### src/hdl/bol_pkg.sv
// ----------------------------------------------------------------------------
// bol_pkg: shared types and constants for the bounded ordered list
// Capacity, widths, command codes and the structs that travel between the
// list top level and its storage cells.
// ----------------------------------------------------------------------------
package bol_pkg;

  // number of storage cells in the chain
  localparam int unsigned CAPACITY = 16;

  // field widths fixed by the interface
  localparam int unsigned CMD_W  = 3;
  localparam int unsigned POS_W  = 5;
  localparam int unsigned DATA_W = 32;
  localparam int unsigned LEN_W  = 5;

  // count holds 0..CAPACITY, a cell index holds 0..CAPACITY-1
  localparam int unsigned CNT_W = $clog2(CAPACITY + 1);
  localparam int unsigned IDX_W = (CAPACITY > 1) ? $clog2(CAPACITY) : 1;
  // common width for position / count / index compares
  localparam int unsigned KEY_W = (CNT_W > POS_W) ? CNT_W : POS_W;

  // value returned when there is nothing to read
  localparam logic signed [DATA_W-1:0] NONE_DATA = '1;

  typedef enum logic [CMD_W-1:0] {
    CMD_APPEND = 3'd0,
    CMD_INSERT = 3'd1,
    CMD_REMOVE = 3'd2,
    CMD_READ   = 3'd3,
    CMD_SORTED = 3'd4
  } cmd_e;

  // one command item
  typedef struct packed {
    logic [CMD_W-1:0]         command;
    logic [POS_W-1:0]         position;
    logic signed [DATA_W-1:0] value;
  } cmd_t;

  // one result item
  typedef struct packed {
    logic signed [DATA_W-1:0] read_data;
    logic                     ok;
    logic [LEN_W-1:0]         length;
  } res_t;

  // broadcast control from the top level to every cell
  typedef struct packed {
    logic                     ins;       // insert at kpos (or sorted point)
    logic                     rem;       // remove at kpos
    logic                     sorted;    // insert point comes from compares
    logic                     any_found; // some held item is not smaller
    logic [KEY_W-1:0]         kpos;      // target position
    logic [KEY_W-1:0]         cnt;       // current number of items
    logic signed [DATA_W-1:0] item;      // value to place / compare
  } cell_ctl_t;

endpackage

### src/hdl/bol_cell.sv
// ----------------------------------------------------------------------------
// bol_cell: one storage cell of the list chain
// Holds one entry, compares it against the incoming item and takes the
// entry of its left or right neighbor when the list opens or closes a gap.
// ----------------------------------------------------------------------------
module bol_cell (
  input  logic                              clk_i,
  input  logic [bol_pkg::IDX_W-1:0]         idx_i,      // fixed place in chain
  input  bol_pkg::cell_ctl_t                ctl_i,
  input  logic                              found_i,    // a cell to the left matched
  input  logic signed [bol_pkg::DATA_W-1:0] prev_i,     // left neighbor entry
  input  logic signed [bol_pkg::DATA_W-1:0] next_i,     // right neighbor entry
  output logic                              found_o,
  output logic signed [bol_pkg::DATA_W-1:0] entry_o
);

  logic signed [bol_pkg::DATA_W-1:0] entry_q, entry_d;
  logic [bol_pkg::KEY_W-1:0]         idx;
  logic                              held;
  logic                              ge;
  logic                              at_pos;
  logic                              after;

  assign idx  = bol_pkg::KEY_W'(idx_i);
  assign held = idx < ctl_i.cnt;

  // held entry is not smaller than the item: candidate insert point
  assign ge      = held && (entry_q >= ctl_i.item);
  assign found_o = found_i | ge;

  // where this cell sits relative to the insert point
  always_comb begin
    if (ctl_i.sorted) begin
      at_pos = (ge && !found_i) || (!ctl_i.any_found && idx == ctl_i.cnt);
      after  = found_i || (!ctl_i.any_found && idx > ctl_i.cnt);
    end else begin
      at_pos = idx == ctl_i.kpos;
      after  = idx > ctl_i.kpos;
    end
  end

  // next entry: load, shift right, shift left or hold
  always_comb begin
    entry_d = entry_q;
    if (ctl_i.ins) begin
      if (at_pos) begin
        entry_d = ctl_i.item;
      end else if (after) begin
        entry_d = prev_i;
      end
    end else if (ctl_i.rem) begin
      if (idx >= ctl_i.kpos) begin
        entry_d = next_i;
      end
    end
  end

  always_ff @(posedge clk_i) begin
    entry_q <= entry_d;
  end

  assign entry_o = entry_q;

endmodule

### src/hdl/bounded_ordered_list.sv
// ----------------------------------------------------------------------------
// bounded_ordered_list: bounded positional list of signed 32-bit items
// A chain of storage cells that appends, inserts, removes, reads and does
// sorted inserts, one command item at a time.
// ----------------------------------------------------------------------------
// Usage:
//   Command channel: drive item_i and raise start; the item is taken at a
//   rising edge where start is high and busy is low. busy stays low, so a
//   new command may be issued every cycle.
//   Result channel: one result item per command, shown on result_o with
//   done_o high for exactly one cycle, the cycle after the command is
//   taken. The receiver cannot stall; it must take the result then.
//   Throughput is 1 command per cycle: every cell
//   compares its entry and shifts toward its neighbor in the same cycle,
//   and the sorted insert point is found by a found-flag ripple through
//   the chain.
//   A read returns -1 on a bad index; ok is low on any refused command;
//   length is the item count after the command.
//   Reset clears the item count and the result strobe; entries are
//   undefined until written and are never read before that.
// ----------------------------------------------------------------------------
module bounded_ordered_list (
  input  logic            clk_i,
  input  logic            rst_ni,
  input  logic            start,
  output logic            busy,
  input  bol_pkg::cmd_t   item_i,
  output logic            done_o,
  output bol_pkg::res_t   result_o
);

  localparam int unsigned N = bol_pkg::CAPACITY;

  logic [bol_pkg::CNT_W-1:0]          count_q, count_d;
  logic                               done_q;
  bol_pkg::res_t                      res_q, res_d;
  bol_pkg::cell_ctl_t                 ctl;
  logic                               accept;
  logic [bol_pkg::KEY_W-1:0]          pos;
  logic [bol_pkg::KEY_W-1:0]          cnt;
  logic                               room;
  logic                               pos_held;
  logic signed [bol_pkg::DATA_W-1:0]  entry [N];
  logic                               found [N+1];

  // engine never stalls: always ready
  assign busy   = 1'b0;
  assign accept = start && !busy;

  assign pos      = bol_pkg::KEY_W'(item_i.position);
  assign cnt      = bol_pkg::KEY_W'(count_q);
  assign room     = cnt < bol_pkg::KEY_W'(N);
  assign pos_held = pos < cnt;

  // decode command into cell control and result
  always_comb begin
    ctl           = '0;
    ctl.cnt       = cnt;
    ctl.item      = item_i.value;
    ctl.any_found = found[N];
    ctl.kpos      = pos;
    count_d       = count_q;
    res_d.read_data = bol_pkg::NONE_DATA;
    res_d.ok        = 1'b0;
    case (bol_pkg::cmd_e'(item_i.command))
      bol_pkg::CMD_APPEND: begin
        ctl.kpos = cnt;
        if (room) begin
          ctl.ins  = accept;
          res_d.ok = 1'b1;
        end
      end
      bol_pkg::CMD_INSERT: begin
        if (room && pos <= cnt) begin
          ctl.ins  = accept;
          res_d.ok = 1'b1;
        end
      end
      bol_pkg::CMD_REMOVE: begin
        if (pos_held) begin
          ctl.rem  = accept;
          res_d.ok = 1'b1;
        end
      end
      bol_pkg::CMD_READ: begin
        if (pos_held) begin
          res_d.read_data = entry[pos[bol_pkg::IDX_W-1:0]];
          res_d.ok        = 1'b1;
        end
      end
      bol_pkg::CMD_SORTED: begin
        ctl.sorted = 1'b1;
        if (room) begin
          ctl.ins  = accept;
          res_d.ok = 1'b1;
        end
      end
      default: begin
      end
    endcase
    if (ctl.ins) begin
      count_d = count_q + 1'b1;
    end else if (ctl.rem) begin
      count_d = count_q - 1'b1;
    end
    res_d.length = bol_pkg::LEN_W'(count_d);
  end

  // chain of storage cells
  assign found[0] = 1'b0;

  for (genvar i = 0; i < N; i++) begin : g_cell
    logic signed [bol_pkg::DATA_W-1:0] prev_e;
    logic signed [bol_pkg::DATA_W-1:0] next_e;

    if (i == 0) begin : g_first
      assign prev_e = item_i.value;
    end else begin : g_mid
      assign prev_e = entry[i-1];
    end
    if (i == N - 1) begin : g_last
      assign next_e = entry[i];
    end else begin : g_body
      assign next_e = entry[i+1];
    end

    bol_cell u_cell (
      .clk_i   (clk_i),
      .idx_i   (bol_pkg::IDX_W'(i)),
      .ctl_i   (ctl),
      .found_i (found[i]),
      .prev_i  (prev_e),
      .next_i  (next_e),
      .found_o (found[i+1]),
      .entry_o (entry[i])
    );
  end

  // control state
  always_ff @(posedge clk_i or negedge rst_ni) begin
    if (!rst_ni) begin
      count_q <= '0;
      done_q  <= 1'b0;
    end else begin
      count_q <= count_d;
      done_q  <= accept;
    end
  end

  // result payload
  always_ff @(posedge clk_i) begin
    if (accept) begin
      res_q <= res_d;
    end
  end

  assign done_o   = done_q;
  assign result_o = res_q;

  // count never goes past the number of cells
  a_count_bound: assert property (@(posedge clk_i) disable iff (!rst_ni)
    count_q <= bol_pkg::CNT_W'(N))
    else $error("item count exceeds capacity");

  // every accepted command gives a result in the next cycle
  a_done_follows: assert property (@(posedge clk_i) disable iff (!rst_ni)
    accept |=> done_o)
    else $error("missing result strobe");

  // a refused command leaves the count unchanged
  a_refused_hold: assert property (@(posedge clk_i) disable iff (!rst_ni)
    accept && !res_d.ok |=> count_q == $past(count_q))
    else $error("refused command changed the count");

  // a result with a read value other than -1 comes only from a good read
  a_read_ok: assert property (@(posedge clk_i) disable iff (!rst_ni)
    done_o && result_o.read_data != bol_pkg::NONE_DATA |-> result_o.ok)
    else $error("read data without success");

endmodule
### config.mk
export PLATFORM = sky130hd
export DESIGN_NAME = bounded_ordered_list
export DESIGN_NICKNAME = d
export VERILOG_FILES = /design/src/hdl/bol_pkg.sv /design/src/hdl/bol_cell.sv /design/src/hdl/bounded_ordered_list.sv
export SDC_FILE = /design/constraint.sdc
export NUM_CORES = 2
export LEC_CHECK = 0
export BUFFER_PORTS_ARGS = -buffer_cell sky130_fd_sc_hd__buf_4
export CORE_MARGIN = 3
export CORE_UTILIZATION = 50
export CTS_CLUSTER_SIZE = 25
export DETAILED_ROUTE_END_ITERATION = 8
export PLACE_DENSITY = 0.72
export SKIP_CTS_REPAIR_TIMING = 1
export SLEW_MARGIN = 20
export SYNTH_ARGS = -nofsm -noshare
export SYNTH_HDL_FRONTEND = slang
export SYNTH_SLANG_ARGS = --single-unit
### constraint.sdc
create_clock -name clk_i -period 12.1 [get_ports clk_i]
set_input_delay 3.025 -clock clk_i [delete_from_list [all_inputs] [get_ports clk_i]]
set_output_delay 3.025 -clock clk_i [all_outputs]
set_load 0.02 [all_outputs]
==> reports/qor.csv <==
metric,value,unit
status,"finished, final reports clean",
switching_share,0.348,
synthesis.nets,4914,
clk_pin_slew,0.06,ns
synth_cells,4349,
reg2reg_from,g_cell[8].u_cell.entry_o[31],
io_pins,83,
clock_skew,0.0349,ns
cts_sinks,556,
leakage,18.1,nW
critPathMaxFanout,19,
slew_viol_final,0,
cp.required,12.38,ns
synth.avg_cell_area,10.3,µm²
max_slew_margin,0.154,
cts_root_buf,clkbuf_16,
htreeDepth,3,
nets,4838,
p_switching,2.13,mW
ys_types,87,
setup_tns,0,ns
grt_max_degree,237,
dp_hpwl,140000,µm
layout-drive-gt1-share,0.127,
grt_use_total,0.427,
synth-seq-cells,556,
fmax,107,MHz
p_int,3.98,mW
drtIter0Drc,7402,
setup_viol,0,
fin_area,48700,µm²
critPathArrivalTime,9.67,ns
die_y,305,µm
total_power,6.11,mW
dieWidth,305,µm
period_share,0.776,
gp_congestion,1.09,
route.detailed.drc,0,
synth_edf_count,550,
end_kind,flop,
core,87700,µm²
pwr-share-clk,0.337,
clock_latency,0.66,ns
nFillCells,7648,
yosys_warnings,0,
rsz0062_at_grt,false,
clock_path_buffers,3,
cts_made_buffers,68,
synthFlopType,edfxtp_1,
finalWorstSetupSlack,2.71,ns
vias_per_cell,7.59,
grt_pass1_wl,287000,µm
postPlaceCellArea,46500,µm²
max_cap_violations,0,
drt_pass1_iterations,6,
final_hold_viol_count,0,
worstSetupPathType,in2reg,
vias,41575,
io_buffers,81,
routed_wl,204000,µm
worstMarginPinSlew,1.27,ns
hold_slack,0.634,ns
period_minus_slack,9.39,ns
syn-cell-area,44700,µm²
cts_tree,yes,
min_path_type,reg2reg,
seq_area_frac_synth,0.373,
wl_per_cell,37.3,µm
min_from,g_cell[2].u_cell.entry_o[3],
ant_nets,0,
dp_worst_setup_slack,2.43,ns
area_delta_synth_final,8.95,%
combPwrFrac,0.263,
crit_start,item_i[31],
grt_overflow_total,0,
ir_worst_vdd,100,µV
p_per_area,126,nW/µm²
grt_pass1_vias,38927,
dieArea,93000,µm²
seq_power_share,0.400,
fp-row-count,108,
ys_async_sr_fraction,0.0108,
start_kind,primary input,
antenna_found_initial,8,
initial_utilization,0.509,
[per-layer routing]
layer | vias to the layer above | GRT usage | share of wire
li1 | 16985 | - | -
met1 | 19935 | 0.581 | 0.37
met2 | 3893 | 0.582 | 0.40
met3 | 756 | 0.173 | 0.17
met4 | 6 | 0.216 | 0.061
met5 | - | 0 | 0.00059
[final timing paths]
check / slack (ns) / endpoint / cells past startpoint
min in group asynchronous: 2.18 / cnt[2] / 1
min reg2reg: 0.63 / g_cell[1].u_cell.entry_o[3] / 2
max in group asynchronous: 9.80 / cnt[1] / 1
max reg2reg: 5.18 / g_cell[2].u_cell.entry_o[2] / 12
max: 2.71 / g_cell[2].u_cell.entry_o[2] / 14
min: 0.63 / g_cell[1].u_cell.entry_o[3] / 2
[worst max-delay path: stages]
cell and delay (ns):
buf_4 0.20, inv_1 0.37, ha_1 0.54, nand4_1 0.31
nand4bb_1 0.72, or4_1 0.89, a211o_1 0.38, a31oi_2 0.22
o211a_1 0.29, nand4_2 0.28, nor4_2 0.78, a21oi_1 0.22
nor2_4 0.83, buf_4 0.55
[power by group through the flow]
stage          Clock [mW]  Sequential, mW  Combinational (mW)
6_report             2.06            2.44                1.61
5_1_grt              2.13            2.45                1.70
4_1_cts              2.05            2.43                1.53
3_5_place_dp            0            2.47                1.53
3_3_place_gp            0            2.47                1.51
2_1_floorplan           0            2.41               0.973
[state kept, by name, indices dropped and copies added (netlist names)]
| name | cells |
|---|---|
| cnt | 5 |
| done_o | 1 |
| result_o | 38 |
| g_cell.u_cell.entry_o | 512 |
[cell usage in the layout, fill, tap and decap left out, types with 7 or more instances in the layout]
| cell type | n |
|---|---|
| and3_1 | 19 |
| nand3_1 | 104 |
| or2_2 | 37 |
| nor2_1 | 251 |
| clkinv_1 | 15 |
| nand2_1 | 472 |
| a21oi_1 | 296 |
| a41oi_1 | 35 |
| mux4_2 | 160 |
| buf_4 | 163 |
| a211o_1 | 7 |
| o21ai_1 | 105 |
| clkbuf_16 | 71 |
| nand4_1 | 145 |
| a211oi_1 | 30 |
| a22oi_1 | 67 |
| a21o_1 | 46 |
| o21a_1 | 22 |
| mux2_4 | 29 |
| nand2b_1 | 8 |
| o31ai_1 | 41 |
| mux2i_1 | 196 |
| clkbuf_1 | 12 |
| clkinv_2 | 12 |
| or4_1 | 8 |
| and4_1 | 13 |
| a221oi_1 | 43 |
| o21ai_0 | 241 |
| a221o_1 | 10 |
| or3_1 | 13 |
| ha_1 | 522 |
| o221a_1 | 32 |
| edfxtp_1 | 550 |
| o211ai_1 | 73 |
| inv_1 | 107 |
| a31oi_1 | 117 |
| nor4_1 | 17 |
| nor3_1 | 37 |
| nor2b_1 | 19 |
[cells in the mapped netlist (43+ instances only)]
library cell	n	area (µm²)
o21ai_1	106	531
nor2_1	256	961
nand3_1	108	541
o211ai_1	73	548
a21o_1	46	345
nand2_1	473	1780
o21ai_0	243	1220
inv_1	107	402
mux4_2	160	3600
ha_1	522	6530
a31oi_1	118	738
clkbuf_1	249	935
a22oi_1	67	503
a221oi_1	43	377
edfxtp_1	550	16500
mux2i_1	196	1960
a21oi_1	300	1500
nand4_1	145	907
[cell families (layout without fill, tap and decap cells)]
kind of cell | Yosys count | count (layout) | share of synthesized area
adder cells (fa/ha/maj) | 522 | 522 | 0.146
buffers and inverters | 424 | 400 | 0.0382
flip-flops | 556 | 556 | 0.373
AND/OR/NAND/NOR | 1187 | 1187 | 0.124
multiplexers | 390 | 390 | 0.136
XOR/XNOR | 5 | 5 | 0.000980
AO/OA/AOI/OAI | 1264 | 1264 | 0.182
other | 1 | 2 | 0.0000839
[final cells by class]
type                       count  area (µm²)  share of cell area
timing repair buffer         170        1370              0.0280
multi-input combinational   3369       26600               0.548
clock inverter                39         315             0.00648
sequential                   556       16700               0.342
antenna                        1        2.50           0.0000514
clock buffer                  83        1820              0.0374
inverter                     108         405             0.00833
tap                         1155        1450              0.0297
[metrics by stage]
| step | instances | utilization |
|---|---|---|
| after detailed placement | 5357 | 0.530 |
| after global routing | 5480 | 0.555 |
| final | 5481 | 0.555 |
| after global placement | 5356 | 0.530 |
| after floorplan | 4349 | - |
| after CTS | 5479 | 0.555 |
Note: power is estimated with default switching activity, not from simulation.
